## src/rtl/core/mwmh_pkg.sv

```systemverilog
// Package for the multi-word mix hash: word slot names, the mix round
// schedule for each word count, shift amounts and the pipeline stage type.
// No dependencies.
package mwmh_pkg;

  localparam logic [31:0] SEED = 32'd1315423911;
  localparam logic [31:0] K1   = 32'd231232;
  localparam logic [31:0] K2   = 32'd1232;

  localparam int unsigned NUM_ROUNDS = 8;
  localparam int unsigned NUM_STEPS  = 9;
  localparam int unsigned NUM_CELLS  = NUM_ROUNDS * NUM_STEPS;

  // Opcode values: word count minus one.
  localparam logic [2:0] OP_ONE   = 3'd0;
  localparam logic [2:0] OP_TWO   = 3'd1;
  localparam logic [2:0] OP_THREE = 3'd2;
  localparam logic [2:0] OP_FOUR  = 3'd3;
  localparam logic [2:0] OP_FIVE  = 3'd4;

  // Working word slots carried down the pipeline.
  typedef enum logic [2:0] {W_A, W_B, W_C, W_D, W_E, W_X, W_Y, W_H} word_idx_t;

  // One mix round: enable, first and second operand slots (the hash is third).
  typedef struct packed {
    logic      en;
    word_idx_t p;
    word_idx_t q;
  } mix_sel_t;

  localparam mix_sel_t NOP = '{1'b0, W_A, W_A};

  localparam mix_sel_t SCHED_1 [NUM_ROUNDS] = '{
    '{1'b1, W_B, W_X}, '{1'b1, W_Y, W_A}, NOP, NOP, NOP, NOP, NOP, NOP};
  localparam mix_sel_t SCHED_2 [NUM_ROUNDS] = '{
    '{1'b1, W_A, W_B}, '{1'b1, W_X, W_A}, '{1'b1, W_B, W_Y},
    NOP, NOP, NOP, NOP, NOP};
  localparam mix_sel_t SCHED_3 [NUM_ROUNDS] = '{
    '{1'b1, W_A, W_B}, '{1'b1, W_C, W_X}, '{1'b1, W_Y, W_A},
    '{1'b1, W_B, W_X}, '{1'b1, W_Y, W_C}, NOP, NOP, NOP};
  localparam mix_sel_t SCHED_4 [NUM_ROUNDS] = '{
    '{1'b1, W_A, W_B}, '{1'b1, W_C, W_D}, '{1'b1, W_A, W_X},
    '{1'b1, W_Y, W_B}, '{1'b1, W_C, W_X}, '{1'b1, W_Y, W_D}, NOP, NOP};
  localparam mix_sel_t SCHED_5 [NUM_ROUNDS] = '{
    '{1'b1, W_A, W_B}, '{1'b1, W_C, W_D}, '{1'b1, W_E, W_X},
    '{1'b1, W_Y, W_A}, '{1'b1, W_B, W_X}, '{1'b1, W_Y, W_C},
    '{1'b1, W_D, W_X}, '{1'b1, W_Y, W_E}};

  // Shift amount of each step of a round; every third step, starting at
  // the second, shifts left.
  localparam int unsigned STEP_SHIFT [NUM_STEPS] = '{13, 8, 13, 12, 16, 5, 3, 10, 15};

  // Item as it travels down the chain of cells.
  typedef struct packed {
    logic             valid;
    logic [2:0]       opcode;
    logic             zero;
    logic [7:0][31:0] words;
  } stage_t;

  // Round selection for a given word count; an unknown opcode mixes nothing.
  function automatic mix_sel_t sched_sel(logic [2:0] opcode, int unsigned rnd);
    mix_sel_t s;
    s = NOP;
    case (opcode)
      OP_ONE:   s = SCHED_1[rnd];
      OP_TWO:   s = SCHED_2[rnd];
      OP_THREE: s = SCHED_3[rnd];
      OP_FOUR:  s = SCHED_4[rnd];
      OP_FIVE:  s = SCHED_5[rnd];
      default:  s = NOP;
    endcase
    return s;
  endfunction

  // Slot that plays a given role (0: first, 1: second, 2: hash) in a round.
  function automatic word_idx_t role_word(mix_sel_t s, int unsigned role);
    word_idx_t w;
    case (role)
      0:       w = s.p;
      1:       w = s.q;
      default: w = W_H;
    endcase
    return w;
  endfunction

endpackage

```

## src/rtl/core/mwmh_if.sv

```systemverilog


interface mwmh_rsp_if;
  logic        valid;
  logic        ready;
  logic [31:0] hash_value;

  modport source (output valid, hash_value, input ready);
  modport sink (input valid, hash_value, output ready);
endinterface

```

## src/rtl/core/mwmh_out_buf.sv

```systemverilog
// Two-entry result queue at the end of the chain; the chain advances
// whenever it has room. Depends on mwmh_pkg and mwmh_if.
module mwmh_out_buf import mwmh_pkg::*; (
  input  logic        clk,
  input  logic        rst,
  input  logic        push,
  input  logic [31:0] value,
  output logic        room,
  mwmh_rsp_if.source  rsp
);

  logic [31:0] data [2];
  logic [1:0]  count;
  logic [1:0]  count_next;
  logic        wr_ptr;
  logic        rd_ptr;
  logic        pop;

  assign pop  = rsp.valid && rsp.ready;
  assign room = (count != 2'd2);

  assign rsp.valid      = (count != 2'd0);
  assign rsp.hash_value = data[rd_ptr];

  // Occupancy follows pushes and pops.
  always_comb begin
    count_next = count;
    if (push && !pop) begin
      count_next = count + 2'd1;
    end else if (!push && pop) begin
      count_next = count - 2'd1;
    end
  end

  always_ff @(posedge clk) begin
    if (rst) begin
      count  <= '0;
      wr_ptr <= 1'b0;
      rd_ptr <= 1'b0;
    end else begin
      count <= count_next;
      if (push) begin
        wr_ptr <= ~wr_ptr;
      end
      if (pop) begin
        rd_ptr <= ~rd_ptr;
      end
    end
  end

  // Result storage.
  always_ff @(posedge clk) begin
    if (push) begin
      data[wr_ptr] <= value;
    end
  end

  // The queue never overfills and its pointers track the occupancy.
  assert property (@(posedge clk) disable iff (rst) count != 2'd3)
    else $error("result queue count out of range");
  assert property (@(posedge clk) disable iff (rst) push |-> room)
    else $error("push into a full result queue");
  assert property (@(posedge clk) disable iff (rst)
                   (count == 2'd1) |-> (wr_ptr != rd_ptr))
    else $error("queue pointers disagree with count");
  assert property (@(posedge clk) disable iff (rst)
                   ((count == 2'd0) || (count == 2'd2)) |-> (wr_ptr == rd_ptr))
    else $error("queue pointers disagree with count");

endmodule

```

## src/flat_wrapper.sv

```systemverilog
// flat-port wrapper written by rule: the top's interface ports become plain ports
module mwmh_out_buf_flat import mwmh_pkg::*;
  (clk, rst, push, value, room, rsp_valid, rsp_hash_value, rsp_ready);
  mwmh_rsp_if rsp_i ();
  input  logic clk;
  input  logic rst;
  input  logic push;
  input  logic [31:0] value;
  output logic room;
  output wire logic [$bits(rsp_i.valid)-1:0] rsp_valid;
  output wire logic [$bits(rsp_i.hash_value)-1:0] rsp_hash_value;
  input wire logic [$bits(rsp_i.ready)-1:0] rsp_ready;
  assign rsp_valid = rsp_i.valid;
  assign rsp_hash_value = rsp_i.hash_value;
  assign rsp_i.ready = rsp_ready;
  mwmh_out_buf u_core (.clk(clk), .rst(rst), .push(push), .value(value), .room(room), .rsp(rsp_i));
endmodule
```

## config.mk

```make
export PLATFORM = sky130hd
export DESIGN_NAME = mwmh_out_buf_flat
export DESIGN_NICKNAME = d
export VERILOG_FILES = /design/src/rtl/core/mwmh_pkg.sv /design/src/rtl/core/mwmh_if.sv /design/src/rtl/core/mwmh_out_buf.sv /design/src/flat_wrapper.sv
export SDC_FILE = /design/constraint.sdc
export NUM_CORES = 1
export LEC_CHECK = 0
export BUFFER_PORTS_ARGS = -buffer_cell sky130_fd_sc_hd__buf_4
export CAP_MARGIN = 20
export CORE_ASPECT_RATIO = 2
export CORE_UTILIZATION = 45
export DETAILED_ROUTE_END_ITERATION = 10
export PLACE_DENSITY = 0.75
export SLEW_MARGIN = 20
export SYNTH_ARGS = -nofsm -noshare
export SYNTH_HDL_FRONTEND = slang
export SYNTH_SLANG_ARGS = --single-unit
```

## constraint.sdc

```tcl
create_clock -name clk -period 5.2 [get_ports clk]
set_clock_uncertainty 0.15 [all_clocks]
set_input_delay 0.26 -clock clk [delete_from_list [all_inputs] [get_ports clk]]
set_output_delay 0.26 -clock clk [all_outputs]
set_load 0.02 [all_outputs]
```

# == After elaboration in Yosys (flattened, before gate mapping) ==
# Memories as Yosys holds them, arrays and structs flattened. A register that Yosys moved wholly into a read port is not among the register bits.
# Cells that the tools add are included.
# totals
register_bits,4
latch_bits,0
ram_bits,64
romBits,0
input_bits,36
out_inout_bits,34
wordCells,22
memories,1
# classes
addsub,2
multipliers,0
n_div,0
n_lt_le_gt_ge,0
n_eq_ne,1
shift,0
mux,6
bitwise_logic,2
n_reduce_logical,7
# mem_list
name,words,word_bits,rd,rd_clocked_by_memory_dff,write_ports,line_no,source
u_core.data,2,32,1,1,1,mwmh_out_buf.sv:12,logic [31:0] data [2];
# op_table
cell,count
$mux W1,4
$mux W2,2
$reduce_bool A2 Y1,2
$logic_and A1 B1 Y1,3
$add A2 B1 Y2 const B,1
$logic_not A1 Y1,2
$ne A2 B2 Y1 const B,1
$not A1 Y1,2
$sub A2 B1 Y2 const B,1

# == Logic depth before layout (Yosys ltp) ==
# logic_depth
depth_word,5
mapped_depth,5
depth_no_buf,5

# == Worst setup path before layout ==
# No wires, ideal clock.
# synth_timing
kind,reg2reg
startpoint,register u_core.wr_ptr
endpoint,memory u_core.data[0][0] (enable)
setup_time_ns,0.425
t_arrival_ns,1.768
required_ns,4.625
setup_slack_ns,2.858
stages_incl_launch_ff,2
path_buffers,0
synth_period_minus_slack_ns,2.342
path_cell_list,dfxtp_1 > nor2b_1
# synth_lines
element,line_no,source
"start, declared",mwmh_out_buf.sv:15,logic wr_ptr;
"start signal, assigned",mwmh_out_buf.sv:43,wr_ptr <= ~wr_ptr;
"end, declared",mwmh_out_buf.sv:12,
# No word-level cell before the write port.

==> impl_results.md <==
* Vias at 1448
* CTS tree: done
* PD cells at around 420 nW/um2
* Vias per inst at 4.86
* Status: completed
* Sequential share of the synthesized area at 80.3%
* Final hold violations at 0
* Mapped Cells at 122
* WP data required at roughly 4.8 ns
* GP Congestion at 0.655
* Critical path startpoint category: flop
* Tot GR Track Use at 18.0%
* Hold_buf cts at 33
* Core area at 5420 um2
* First-pass GRT wire length at 7.04 mm
* Pre-antenna DRT Iters at 4
* Worst Path Max Fanout at 24
* Fin. max-slew vios at 0
* Synth cell types at 17
* Total wire length at 4.83 mm
* Fin nets at between 200 and 300
* Area leader, netlist: edfxtp_1
* Root buf cell: clkbuf_8
* Critical Setup Path Class: reg -> out
* Die X at 54.9 um
* Largest net degree at the start of global routing at 33
* Worst-path clk slew at 0.07 ns
* Setup Viol. Count Final at 0
* Unrepaired setup endpoints after global routing: no
* Leak at 1.38 nW
* Slew headroom at 39.0%
* Starting DRT DRC Count at 38
* Crit share post-route at ~43%
* Arr. time, crit path at roughly 1.8 ns
* Layout cells sized above 1 at 48.3%
* Die span in y at 108 um
* Top-area cell type share of the netlist area at 76.3%
* Top post-synthesis cells by area: edfxtp_1 76%, mux2_2 13%, dfxtp_1 4.0%
* Worst slew pin tran at about 0.91 ns
* Die ar. at 5920 um2
* Initial antenna violation count at 0
* Post-synth EDFFs at 64
* Hold/Removal Path Class: in -> reg
* Routed Antenna Nets at 0
* Clock buffer count from CTS at 9
* Synthesized net count at 159
* Mapped cell area at 2520 um2
* Grt total ovfl at 0
* Top_reg_cell synth: edfxtp_1
* Yosys warns at 0
* Seq cells post-synth at 69
* Post-synth ARST share at 0%
* Post-cts sizing count at 0
* Vias in the first global route at 1565
* H-tree Lvls at 3
* Sinks on Clock Net at 69
* Fmax at 445 MHz
* Buffer count from post-CTS setup fixing at 0
* TNS Setup at 0 ns
* IO Port Bufs at 69
* # diodes at 0
* Number of max-cap violations at 0
* Peak supply drop at between 0.3 and 0.4 mV
* Syn Area/Cell at between 20 and 25 um2
* Initial Utilization at 46.5%
* CTS max path bufs at 2
* Min Tclk post-route at 2.25 ns
* Area Growth Syn to Fin at 42.9%
* Crit end category: primary output
* Drt wl/cell at roughly 16 um
* IO Count at 70
* Count leader, synth: edfxtp_1
* Pwr Total at 1.51 mW
* Std cell rows at 38
* DPL Wire Length at 3.02 mm
* Clk Latency, worst-skew pair at roughly 0.33 ns
* Residual DRC count at 0
* Synth cell count leaders: 64 x edfxtp_1, 30 x mux2_2, 5 x dfxtp_1
[per-stage QoR]
step	hold WS, ns	std cells	utilization, %	area, um2	worst slack (ns)
finish	0.0573	298	66.4	3600	2.95
global route	0.0555	298	66.4	3600	2.89
CTS	0.0467	298	66.4	3600	2.95
detailed placement	0.298	249	57.3	3110	3.32
global placement	0.295	249	57.3	3110	3.35
floorplan	0.179	122	-	2520	2.86
[worst max-delay path, stage by stage (launching register included)]
cell	delay, ns
dfxtp_1	0.55
buf_4	0.39
mux2_2	0.39
buf_4	0.16
[path summary, 6_finish.rpt]
path	from	endpoint	slack, ns	cells after the start
worst max register to register	u_core.count[0]	u_core.count[1]	3.45	4
worst min-delay path	push	u_core.wr_ptr	0.06	3
worst max-delay path	flop	rsp_hash_value[28]	2.95	3
worst min register to register	u_core.rd_ptr	u_core.rd_ptr	0.37	2
[flip-flops by register name, summed over array words and instances (netlist names), named ones only]
signal and count:
u_core.data 64, u_core.count 2, u_core.rd_ptr 1, u_core.wr_ptr 1
[power breakdown]
part           switching, mW  internal, mW
combinational          0.230         0.232
clock                  0.177         0.185
sequential            0.0282         0.657
total                  0.435          1.07
[cell usage in the layout, fill, tap and decap left out, types with 2 or more instances in the layout]
cell	instances
dfxtp_1	5
xor2_1	3
nor2_1	4
buf_4	71
clkbuf_8	10
edfxtp_1	64
mux2_2	30
dlygate4sd3_1	33
clkbuf_1	4
o21ai_0	2
clkinv_2	2
mux2_1	2
[final cells by class]
class / count / area, um2
clock buffer: 14 / 153
clock inverter: 2 / 10.0
fill: 402 / 1820
multi-input combinational: 49 / 477
sequential: 69 / 2020
tap: 60 / 75.1
timing repair buffer: 104 / 863
[metal layers]
layer / part of all wire [%] / GRT usage [%]
met1: 36 / 17.7
met2: 56 / 31.0
met3: 4.4 / 5.79
met4: 2.9 / 10.2
met5: 0 / 0
[kinds of logic (layout without fill, tap and decap cells)]
group | after synthesis | count (layout) | share of synthesized area, %
muxes | 32 | 32 | 14.3
xor gates and xnor gates | 4 | 4 | 1.39
DFF | 69 | 69 | 80.3
buffers and inverters | 4 | 120 | 1.09
and+or+nand+nor | 9 | 9 | 1.84
adders and majority gates | 1 | 1 | 0.497
AOI/OAI and AO/OA | 3 | 3 | 0.596
Note: power is estimated with default switching activity, not from simulation.
