--- config.mk ---
export PLATFORM = sky130hd
export DESIGN_NAME = mwmh_cell
export DESIGN_NICKNAME = d
export VERILOG_FILES = /design/src/rtl/core/mwmh_pkg.sv /design/src/rtl/core/mwmh_cell.sv
export SDC_FILE = /design/constraint.sdc
export NUM_CORES = 1
export LEC_CHECK = 0
export BUFFER_PORTS_ARGS = -buffer_cell sky130_fd_sc_hd__buf_2
export CAP_MARGIN = 5
export CORE_AREA = 3 3 201 203
export CTS_BUF_LIST = sky130_fd_sc_hd__clkbuf_16
export DETAILED_ROUTE_END_ITERATION = 8
export DIE_AREA = 0 0 204 206
export PLACE_DENSITY = 0.57
export SLEW_MARGIN = 20
export SYNTH_ARGS = -nofsm -noshare
export SYNTH_HDL_FRONTEND = slang
export SYNTH_SLANG_ARGS = --single-unit
export TNS_END_PERCENT = 50
--- constraint.sdc ---
create_clock -name clk -period 18.6 [get_ports clk]
set_input_delay 1.86 -clock clk [delete_from_list [all_inputs] [get_ports clk]]
set_output_delay 1.86 -clock clk [all_outputs]
set_load 0.01 [all_outputs]
--- src/rtl/core/mwmh_pkg.sv ---
// Package for the multi-word mix hash: word slot names, the mix round
// schedule for each word count, shift amounts and the pipeline stage type.
// No dependencies.
package mwmh_pkg;

  localparam logic [31:0] SEED = 32'd1315423911;
  localparam logic [31:0] K1   = 32'd231232;
  localparam logic [31:0] K2   = 32'd1232;

  localparam int unsigned NUM_ROUNDS = 8;
  localparam int unsigned NUM_STEPS  = 9;
  localparam int unsigned NUM_CELLS  = NUM_ROUNDS * NUM_STEPS;

  // Opcode values: word count minus one.
  localparam logic [2:0] OP_ONE   = 3'd0;
  localparam logic [2:0] OP_TWO   = 3'd1;
  localparam logic [2:0] OP_THREE = 3'd2;
  localparam logic [2:0] OP_FOUR  = 3'd3;
  localparam logic [2:0] OP_FIVE  = 3'd4;

  // Working word slots carried down the pipeline.
  typedef enum logic [2:0] {W_A, W_B, W_C, W_D, W_E, W_X, W_Y, W_H} word_idx_t;

  // One mix round: enable, first and second operand slots (the hash is third).
  typedef struct packed {
    logic      en;
    word_idx_t p;
    word_idx_t q;
  } mix_sel_t;

  localparam mix_sel_t NOP = '{1'b0, W_A, W_A};

  localparam mix_sel_t SCHED_1 [NUM_ROUNDS] = '{
    '{1'b1, W_B, W_X}, '{1'b1, W_Y, W_A}, NOP, NOP, NOP, NOP, NOP, NOP};
  localparam mix_sel_t SCHED_2 [NUM_ROUNDS] = '{
    '{1'b1, W_A, W_B}, '{1'b1, W_X, W_A}, '{1'b1, W_B, W_Y},
    NOP, NOP, NOP, NOP, NOP};
  localparam mix_sel_t SCHED_3 [NUM_ROUNDS] = '{
    '{1'b1, W_A, W_B}, '{1'b1, W_C, W_X}, '{1'b1, W_Y, W_A},
    '{1'b1, W_B, W_X}, '{1'b1, W_Y, W_C}, NOP, NOP, NOP};
  localparam mix_sel_t SCHED_4 [NUM_ROUNDS] = '{
    '{1'b1, W_A, W_B}, '{1'b1, W_C, W_D}, '{1'b1, W_A, W_X},
    '{1'b1, W_Y, W_B}, '{1'b1, W_C, W_X}, '{1'b1, W_Y, W_D}, NOP, NOP};
  localparam mix_sel_t SCHED_5 [NUM_ROUNDS] = '{
    '{1'b1, W_A, W_B}, '{1'b1, W_C, W_D}, '{1'b1, W_E, W_X},
    '{1'b1, W_Y, W_A}, '{1'b1, W_B, W_X}, '{1'b1, W_Y, W_C},
    '{1'b1, W_D, W_X}, '{1'b1, W_Y, W_E}};

  // Shift amount of each step of a round; every third step, starting at
  // the second, shifts left.
  localparam int unsigned STEP_SHIFT [NUM_STEPS] = '{13, 8, 13, 12, 16, 5, 3, 10, 15};

  // Item as it travels down the chain of cells.
  typedef struct packed {
    logic             valid;
    logic [2:0]       opcode;
    logic             zero;
    logic [7:0][31:0] words;
  } stage_t;

  // Round selection for a given word count; an unknown opcode mixes nothing.
  function automatic mix_sel_t sched_sel(logic [2:0] opcode, int unsigned rnd);
    mix_sel_t s;
    s = NOP;
    case (opcode)
      OP_ONE:   s = SCHED_1[rnd];
      OP_TWO:   s = SCHED_2[rnd];
      OP_THREE: s = SCHED_3[rnd];
      OP_FOUR:  s = SCHED_4[rnd];
      OP_FIVE:  s = SCHED_5[rnd];
      default:  s = NOP;
    endcase
    return s;
  endfunction

  // Slot that plays a given role (0: first, 1: second, 2: hash) in a round.
  function automatic word_idx_t role_word(mix_sel_t s, int unsigned role);
    word_idx_t w;
    case (role)
      0:       w = s.p;
      1:       w = s.q;
      default: w = W_H;
    endcase
    return w;
  endfunction

endpackage

--- src/rtl/core/mwmh_cell.sv ---
// One cell of the mixing chain: a single subtract-subtract-xor step of a
// mix round, followed by the stage register. Depends on mwmh_pkg.
module mwmh_cell import mwmh_pkg::*; #(
  parameter int unsigned ROUND = 0,
  parameter int unsigned STEP  = 0
) (
  input  logic   clk,
  input  logic   rst,
  input  logic   en,
  input  stage_t d,
  output stage_t q
);

  localparam int unsigned ROLE_T = STEP % 3;
  localparam int unsigned ROLE_U = (STEP + 1) % 3;
  localparam int unsigned ROLE_V = (STEP + 2) % 3;
  localparam int unsigned SH     = STEP_SHIFT[STEP];
  localparam bit          LEFT   = (STEP % 3) == 1;

  mix_sel_t    sel;
  word_idx_t   ti, ui, vi;
  logic [31:0] tv, uv, vv, shv, newv;
  stage_t      q_next;

  // Operand slots for this round and word count.
  always_comb begin
    sel = sched_sel(d.opcode, ROUND);
    ti  = role_word(sel, ROLE_T);
    ui  = role_word(sel, ROLE_U);
    vi  = role_word(sel, ROLE_V);
    tv  = d.words[ti];
    uv  = d.words[ui];
    vv  = d.words[vi];
  end

  // The step itself, all arithmetic wrapping at 32 bits.
  always_comb begin
    shv  = LEFT ? (vv << SH) : (vv >> SH);
    newv = (tv - uv - vv) ^ shv;
  end

  // Rounds not used by this word count pass the item through.
  always_comb begin
    q_next = d;
    if (sel.en) begin
      q_next.words[ti] = newv;
    end
  end

  always_ff @(posedge clk) begin
    if (rst) begin
      q.valid <= 1'b0;
    end else if (en) begin
      q <= q_next;
    end
  end

endmodule

Word level (Yosys, flattened, before mapping)
Index checks and enable logic that the tools add are counted.

Output and inout bits: 261. Bits in writable memories: 0. Logic and storage cells: 35. Memories kept: 0. Input port bits: 264. Memory bits (read-only): 0. Register bits after elaboration: 261. Bits in latches: 0.

Reduce and logical (&&, ||, !) cells: 4. Add/sub/neg operators: 2. Shift-type cells: 0. Div/mod/pow operators: 0. Mux-type cells: 9. Bitwise gates (word level): 2. $lt $le $gt $ge: 3. Equal/unequal tests: 4. $mul: 0.

Operators by type and width (number): bitwise mux 256 bit (1); 2-to-1 mux 256 bit (1); binary-select mux 32 bit (select 3 bit) (2); demux 32 bit (select 3 bit) (1); 2-to-1 mux 32 bit (3); subtractor 32 bit (2); XOR 32 x 19 -> 32 bit (1); one-hot mux 7 bit (2 select lines) (1); less-than comparator 3 x 4 -> 1 bit (second input constant) (2); == test 3 x 2 -> 1 bit (second input constant) (2); OR reduction 4 bit (1); == test 3 x 1 -> 1 bit (second input constant) (1); == test 3 bit (second input constant) (1); >= comparator 3 x 1 -> 1 bit (second input constant) (1); zero test 3 bit (1); AND reduction 2 bit (1); logical AND 1 bit (1); inverter 1 bit (1).

Logic depth before layout (Yosys ltp)
Gate-level depths: netlist of the first run.

Depth in word-level cells: 10. Mapped depth: 16. Mapped depth without buffers: 14.

Worst setup path after synthesis of the first run
Ideal clock, no wire load.

Path type: input to register. Start: input port rst. End: register q[0] in the netlist's numbering (enable). Required time: 17679 ps. Path buffers: 0. Library setup time: 921 ps. Cell stages on the path: 1. Setup slack: 4324 ps. Arrival time: 13355 ps. Cells stage by stage: nor2b_1.

Longest elaborated chain between the ends: 2.

Ends and longest elaborated chain: start, declared (line mwmh_cell.sv:8) `input logic rst,`; inverter 1 bit (no source line); AND reduction 2 bit (no source line); end signal, assigned (line mwmh_cell.sv:54) `q <= q_next;`; end, declared (line mwmh_cell.sv:11) `output stage_t q`.

Every way passes these cells. A chain may end at the register's enable or synchronous reset.

==> impl_metrics.ini, run 1 <==
[place]
postPlaceCellArea_sq_um = 15700
port_buffers = 524
dp.final_hpwl_mm = 36.5
place_congestion = 0.912

[critical_path]
cp.arrival_ns = 6.72
critPathLaunchType = input port
crit_type = in -> reg
critPathCaptureType = flip-flop
cp_max_fo = 56
required_ns = 18.91

[global_routing]
grt_pass1_vias = 10000
grt.overflow.total = 0
antenna_found_initial = 17
grt_max_degree = 86
grt_usage_pct = 20.4
grt_pass1_wl_mm = 64.0

[clock_tree]
cts-htree-levels = 1
cts_buffers = 29
cts_resized = 0
clk_pin_slew_ns = 0.06
root_buffer = clkbuf_16
cts.sinks = 261
cts_hold_buffers = 0
cts_setup_buffers = 0
clock_latency_ns = 0.54
cts_buffer_depth = 3
cts_tree = built

[synth]
yosysSeqAreaShare_pct = 62.7
synth-edff-count = 260
syn_area_sq_um = 12500
synth_ff_type = edfxtp_1
yosys_register_bits = 261
synth_cells = 1031
async_reset_ff_share_pct = 0
ys_warn_count = 0
yosysUniqueCellTypes = 62
synth_nets = 1357
avgSynthCellArea_sq_um = 12.1

[power]
clkPwrFrac_pct = 31.7
p_int_mw = 1.21
pwr-share-comb_pct = 27.2
vdd_ir_drop_max_v = 0.0000612
switching_share_pct = 31.0
power_frac_seq_pct = 41.1
p_per_area_nw_per_um2 = 106
p_leak_nw = 7.10
p_switching_uw = 543

[finish]
design_area_sq_um = 16600
final_common_cell = buf_2
regMostFlops = q
largest_reg_flops = 261
fin_util_pct = 42.9
final_cell_mix = buf_2 (524), nand2_1 (265), edfxtp_1 (260)
largest_registers = q x261
area_growth_pct = 32.9
drive_gt1_share_pct = 38.0
fin_nets = 1874

[sta]
finalHoldViolCount = 0
slew_viol_final = 0
report.final.setup_viol = 0
tns_ns = 0
rsz0062_at_grt = false
relSlewSlack_pct = 26.5
finalCriticalPeriod_ns = 6.41
holdWs_ns = 0.495
fmax_mhz = 156
tightestPinTransition_ns = 1.10
skew_ns = 0
fin_crit_sh_pct = 34.5

[outcome]
outcome = completed

[route]
top_layer_used = met5
dr_wl_met3_mm = 3.71
ant_nets = 0
dr.pass1.iters = 5
vias_per_cell = 4.86
avgRoutedWirePerCell_microns = 21.7
num_vias = 10200
routed_wl_mm = 45.4
wl_met1_mm = 16.8
wl_met2_mm = 23.0
drc = 0
drt_first_iter_violations = 536

[die]
pin_count = 525
die_width_microns = 204
die_area_sq_um = 42000
fp.dieH_microns = 206
start_util_pct = 32.3
core_sq_um = 38600
num_rows = 72

[job]
cap_viol_max_count = 0

[worst_hold_path]
hold_class = reg -> reg
[synth_stat cells, drive strengths merged, types with 16 or more instances]
| cell type | instances | area, sq um |
|---|---|---|
| clkbuf | 38 | 143 |
| nor2 | 16 | 60.1 |
| xor2 | 17 | 149 |
| xnor2 | 32 | 280 |
| edfxtp | 260 | 7810 |
| fa | 31 | 621 |
| o21ai | 105 | 529 |
| nand2 | 266 | 998 |
| ha | 31 | 388 |
| a21oi | 43 | 223 |
| inv | 41 | 154 |
| nand3 | 20 | 100 |
[layout make-up]
cell class / instances / area [sq um]
clock buffer: 29 / 726
inverter: 41 / 154
sequential: 261 / 7830
fill: 3738 / 22100
tap: 518 / 648
clock inverter: 23 / 195
antenna: 5 / 12.5
multi-input combinational: 684 / 4360
timing repair buffer: 531 / 2680
[stage by stage]
stage	worst slack [ns]	power, mW	cells
floorplan	4.32	1.04	1031
global placement	11.70	1.21	2035
detailed placement	11.57	1.21	2035
CTS	12.19	1.77	2087
global route	11.87	1.84	2088
finish	12.19	1.75	2092
[layer usage]
layer	up-vias	GRT usage, %
li1	4749	-
met1	4882	23.0
met2	403	36.7
met3	105	6.03
met4	26	7.45
met5	-	0
[worst max-delay path, cell delays in order]
cell and delay, ns:
buf_2 0.59, or3_4 0.57, nand2_2 0.36, buf_4 0.40, o21ai_0 0.28, fa_1 0.46, ha_1 0.38, a21o_1 0.24
a211o_1 0.28, or4_4 0.49, o22ai_4 0.25, nor4_1 0.09, or3_1 0.39
[power by group through the flow]
stage / Combinational, mW / Sequential, mW / Clock (mW)
floorplan: 0.267 / 0.769 / 0
detailed placement: 0.478 / 0.732 / 0
finish: 0.477 / 0.720 / 0.556
global placement: 0.473 / 0.732 / 0
CTS: 0.480 / 0.721 / 0.572
global route: 0.526 / 0.724 / 0.594
[worst paths after layout]
path / start / end / slack, ns / cells past startpoint
max: d[259] / q[58] / 12.19 / 13
min: q[260] / q[260] / 0.49 / 2
max reg2reg: q[260] / q[260] / 18.03 / 2
min reg2reg: q[260] / q[260] / 0.49 / 2
[logic make-up after synthesis]
group / count (synthesis) / synth area share (%)
xor+xnor: 49 / 3.44
mux: 5 / 0.421
simple gates: 350 / 12.0
flops: 261 / 62.7
fa+ha+maj: 62 / 8.08
buf+inv: 86 / 2.69
compound gates: 218 / 10.7
No activity file was read; power rests on OpenSTA's default activity.
==> run 2: changes to the inputs <==
- CORE_AREA: 3 3 201 203 -> 3 3 206 208
- DIE_AREA: 0 0 204 206 -> 0 0 209 211
- clock period: 18.6 -> 5.4 ns (I/O delays scaled with it)
==> run 2 against run 1 <==
Critical path depth unchanged. Clock skew unchanged. Setup slack got worse by 11 ns. Register-to-register slack got worse by 13 ns. Non-clock buffer count increased by 8. Highest routed layer unchanged.
==> impl_metrics.ini, run 2 (same netlist as run 1, synthesis figures left out) <==
[route]
avgRoutedWirePerCell_microns = 22.2
num_vias = 10200
drt_first_iter_violations = 640
drc = 0
routed_wl_mm = 46.9
ant_nets = 0
dr.pass1.iters = 7
vias_per_cell = 4.82

[sta]
tightestPinTransition_ns = 0.875
finalCriticalPeriod_ns = 4.35
worst_slack_ns = 1.05
holdWs_ns = 0.152
skew_ns = 0
fmax_mhz = 230
finalHoldViolCount = 0
report.final.setup_viol = 0
slew_viol_final = 0
fin_crit_sh_pct = 80.5
tns_ns = 0
relSlewSlack_pct = 41.5
rsz0062_at_grt = false

[die]
num_rows = 74
pin_count = 525
die_width_microns = 209
start_util_pct = 30.7
core_sq_um = 40700
die_area_sq_um = 44100
fp.dieH_microns = 211

[finish]
area_growth_pct = 33.2
design_area_sq_um = 16600
final_cell_mix = buf_2 (524), nand2_1 (265), edfxtp_1 (260)
largest_reg_flops = 261
largest_registers = q x261
instances_no_fill = 2113
fin_nets = 1882
drive_gt1_share_pct = 38.0
regMostFlops = q
nFillCells = 4028
final_common_cell = buf_2

[clock_tree]
cts_setup_buffers = 0
cts_buffers = 29
clock_latency_ns = 0.55
cts_resized = 0
root_buffer = clkbuf_16
cts_tree = built
clk_pin_slew_ns = 0.06
cts_buffer_depth = 3
cts_hold_buffers = 0
cts.sinks = 261
cts-htree-levels = 1

[critical_path]
crit_cells = 13
cp.arrival_ns = 4.67
critPathLaunchType = input port
reg2reg_depth = 2
cp_slowest_cell = or4_4
cpLargestDelayFamily = simple AND/OR/NAND/NOR gates
required_ns = 5.72
critPathCaptureType = flip-flop
worstPathCellList = buf_2 -> or2_2 -> nand2_1 -> nand2_2 -> o21ai_0 -> fa_1 -> ha_1 -> a21o_1 -> a211o_1 -> or4_4 -> o22ai_4 -> nor4_1 -> or3_1
critPathBufInv = 1
crit_type = in -> reg
cp_max_fo = 17
max_stage_delay_ns = 0.49

[global_routing]
grt.overflow.total = 0
grt_pass1_vias = 10200
grt_pass1_wl_mm = 67.2
grt_usage_pct = 20.3
grt_max_degree = 122
antenna_found_initial = 14

[outcome]
outcome = completed

[worst_hold_path]
worstHoldPathCells = 1
hold_class = in -> reg

[place]
place_ws_ns = 0.432
dp.final_hpwl_mm = 37.6
place_inst = 2057
port_buffers = 524
place_congestion = 0.898
postPlaceCellArea_sq_um = 15800

[power]
p_per_area_nw_per_um2 = 358
p_leak_nw = 7.11
vdd_ir_drop_max_v = 0.000219

[job]
cap_viol_max_count = 0
==> run 2: cell types whose count changed in the layout (fill, tap and decap cells not counted), sizes merged <==
cell	previous run	this run
buf	531	539
bufinv	3	0
inv	47	49
clkinv	13	12
diode	5	6
==> run 2: power breakdown <==
part | internal (mW) | total, mW | switching [mW]
registers | 2.44 | 2.48 | 0.0376
clock network | 0.974 | 1.80 | 0.830
logic | 0.615 | 1.66 | 1.05
==> run 2: per-layer routing <==
metal / part of all wire [%] / track usage, % / up-vias / routed length [microns]
li1: - / - / 4760 / -
met1: 38 / 23.1 / 4888 / 17600
met2: 51 / 36.3 / 434 / 23700
met3: 7.9 / 6.21 / 92 / 3700
met4: 3.7 / 7.11 / 18 / 1740
met5: 0.24 / 0 / - / 114
==> run 2: final cells by class <==
cell class | instances | area (sq um) | share of cell area [%]
Timing Repair Buffer | 539 | 2770 | 16.7
Antenna cell | 6 | 15.0 | 0.0903
Inverter | 41 | 154 | 0.925
Sequential cell | 261 | 7830 | 47.1
Clock inverter | 21 | 115 | 0.692
Multi-Input combinational cell | 684 | 4360 | 26.2
Clock buffer | 29 | 726 | 4.36
Tap cell | 532 | 666 | 4.00
==> run 2: path summary, 6_finish.rpt <==
check / startpoint / end / slack (ns)
max: d[258] / q[58] / 1.05
min: d[161] / q[161] / 0.15
min reg2reg: q[260] / q[260] / 0.50
max reg2reg: q[260] / q[260] / 4.81
==> run 2: per-stage QoR <==
step | power [mW] | utilization [%]
final | 5.95 | 40.8
after global routing | 6.26 | 40.8
after CTS | 6.01 | 40.8
after detailed placement | 4.18 | 38.7
after global placement | 4.17 | 38.7
after floorplan | 3.54 | -
==> run 3: changes to the inputs <==
- CORE_AREA: 3 3 206 208 -> 3 3 201 203
- DIE_AREA: 0 0 209 211 -> 0 0 204 206
- clock period: 5.4 -> 4.4 ns (I/O delays scaled with it)
==> run 3 against run 2 <==
Clock skew unchanged. Flip-flop and latch count unchanged. Global-route usage increased by 0.45 points. Design area increased by 3.0%. Register-to-register slack got worse by 0.99 ns. Setup slack got worse by 0.50 ns. Cell count increased by 1.5%. Power increased by 31%. Critical path depth increased by 3. First-iteration DRC count decreased by 18%. Largest cell class unchanged.
==> impl_metrics.ini, run 3 (same netlist as run 1, synthesis figures left out) <==
[die]
pin_count = 525
start_util_pct = 32.3
die_width_microns = 204
die_area_sq_um = 42000
num_rows = 72
fp.dieH_microns = 206
core_sq_um = 38600

[clock_tree]
root_buffer = clkbuf_16
cts_buffer_depth = 3
cts_resized = 0
cts_setup_buffers = 0
clock_latency_ns = 0.55
cts_tree = built
cts_hold_buffers = 0
cts-htree-levels = 1
cts_buffers = 30
clk_pin_slew_ns = 0.06
cts.sinks = 261

[finish]
final_common_cell = buf_2
drive_gt1_share_pct = 39.9
instances_no_fill = 2144
seq_area_sq_um = 7830
regMostFlops = q
largest_reg_flops = 261
final_cell_mix = buf_2 (524), nand2_1 (265), edfxtp_1 (260)
fin_nets = 1920
area_growth_pct = 37.2
largest_registers = q x261
nFillCells = 3705
multi_input_area_sq_um = 4360

[sta]
rsz0062_at_grt = false
report.final.setup_viol = 0
slew_viol_final = 0
tns_ns = 0
skew_ns = 0
finalHoldViolCount = 0
fmax_mhz = 260
worst_slack_ns = 0.548
finalCriticalPeriod_ns = 3.85
relSlewSlack_pct = 43.6
fin_crit_sh_pct = 87.5
tightestPinTransition_ns = 0.844

[route]
drt_first_iter_violations = 523
drc = 0
avgRoutedWirePerCell_microns = 21.4
vias_per_cell = 4.81
routed_wl_mm = 46.0
dr.pass1.iters = 5
ant_nets = 0
num_vias = 10300

[power]
vdd_ir_drop_max_v = 0.000251
p_leak_nw = 7.37
total_power_mw = 7.77
p_per_area_nw_per_um2 = 454

[global_routing]
gr-usage-met2_pct = 37.5
antenna_found_initial = 16
grt.overflow.total = 0
grt.met1_usage_pct = 22.7
grt_usage_pct = 20.8
grtUsageMet3_pct = 6.63
grt_max_degree = 100
grt_pass1_vias = 10200
grt_pass1_wl_mm = 65.1
grt-busiest-layer = met2

[place]
place_ws_ns = -0.0208
place_inst = 2080
dp.final_hpwl_mm = 37.0
place_congestion = 0.907
port_buffers = 524

[critical_path]
cp_slowest_cell = fa_1
cp.arrival_ns = 4.16
r2r_setup_slack_ns = 3.82
required_ns = 4.70
worstPathCellList = buf_2 -> or2_2 -> and2_1 -> a211oi_1 -> a31oi_1 -> fa_1 -> inv_1 -> ha_1 -> a21oi_1 -> o211ai_1 -> a21boi_1 -> nor4_4 -> o22ai_4 -> buf_4 -> and4_2 -> or3_1
critPathLaunchType = input port
max_stage_delay_ns = 0.53
cp_max_fo = 10
critPathCaptureType = flip-flop
crit_type = in -> reg

[job]
cap_viol_max_count = 0

[worst_hold_path]
hold_class = in -> reg

[outcome]
outcome = completed
==> run 3: cell types whose count changed in the layout (fill, tap and decap cells not counted), sizes merged <==
cell      before  now
buf          539  576
bufinv         0    5
inv           49   44
diode          6   10
clkbuf        29   31
clkinv        12   13
clkinvlp       1    2
==> run 3: layer usage <==
| metal | wire length (microns) | share of wire [%] |
|---|---|---|
| met1 | 16600 | 36 |
| met2 | 23500 | 51 |
| met3 | 3930 | 8.6 |
| met4 | 1770 | 3.8 |
| met5 | 120 | 0.26 |
==> run 3: where the power goes <==
part	internal [mW]	leakage (nW)	total (mW)	switching [mW]
Clock	1.56	0.508	2.58	1.02
Combinational	0.850	4.42	2.15	1.30
Sequential	2.99	2.44	3.04	0.0453
==> run 3: final timing paths <==
check,start,endpoint,cells past startpoint
setup / recovery,d[258],q[58],16
setup reg to reg,q[260],q[260],2
hold reg to reg,q[260],q[260],2
hold / removal,d[117],q[117],1
==> run 3: metrics by stage <==
step | area (sq um) | util [%] | hold slack (ns)
after floorplan | 12500 | - | 0.512
after global placement | 16100 | 41.6 | 0.482
after detailed placement | 16100 | 41.6 | 0.501
after CTS | 17100 | 44.3 | 0.0192
after global routing | 17100 | 44.3 | 0.0245
final | 17100 | 44.3 | 0.0540
==> run 3: critical path: cells and delay by family <==
family	cells	cell delay, ns
compound gates	6	0.97
fa+ha+maj	2	0.86
buf+inv	3	0.36
simple gates	5	1.51
==> run 3: final cells by class <==
class	instances	share of cell area, %
sequential	261	45.7
multi-input combinational	684	25.4
timing repair buffer	576	18.1
clock buffer	31	4.53
tap	518	3.78
clock inverter	23	1.42
inverter	41	0.898
antenna	10	0.146
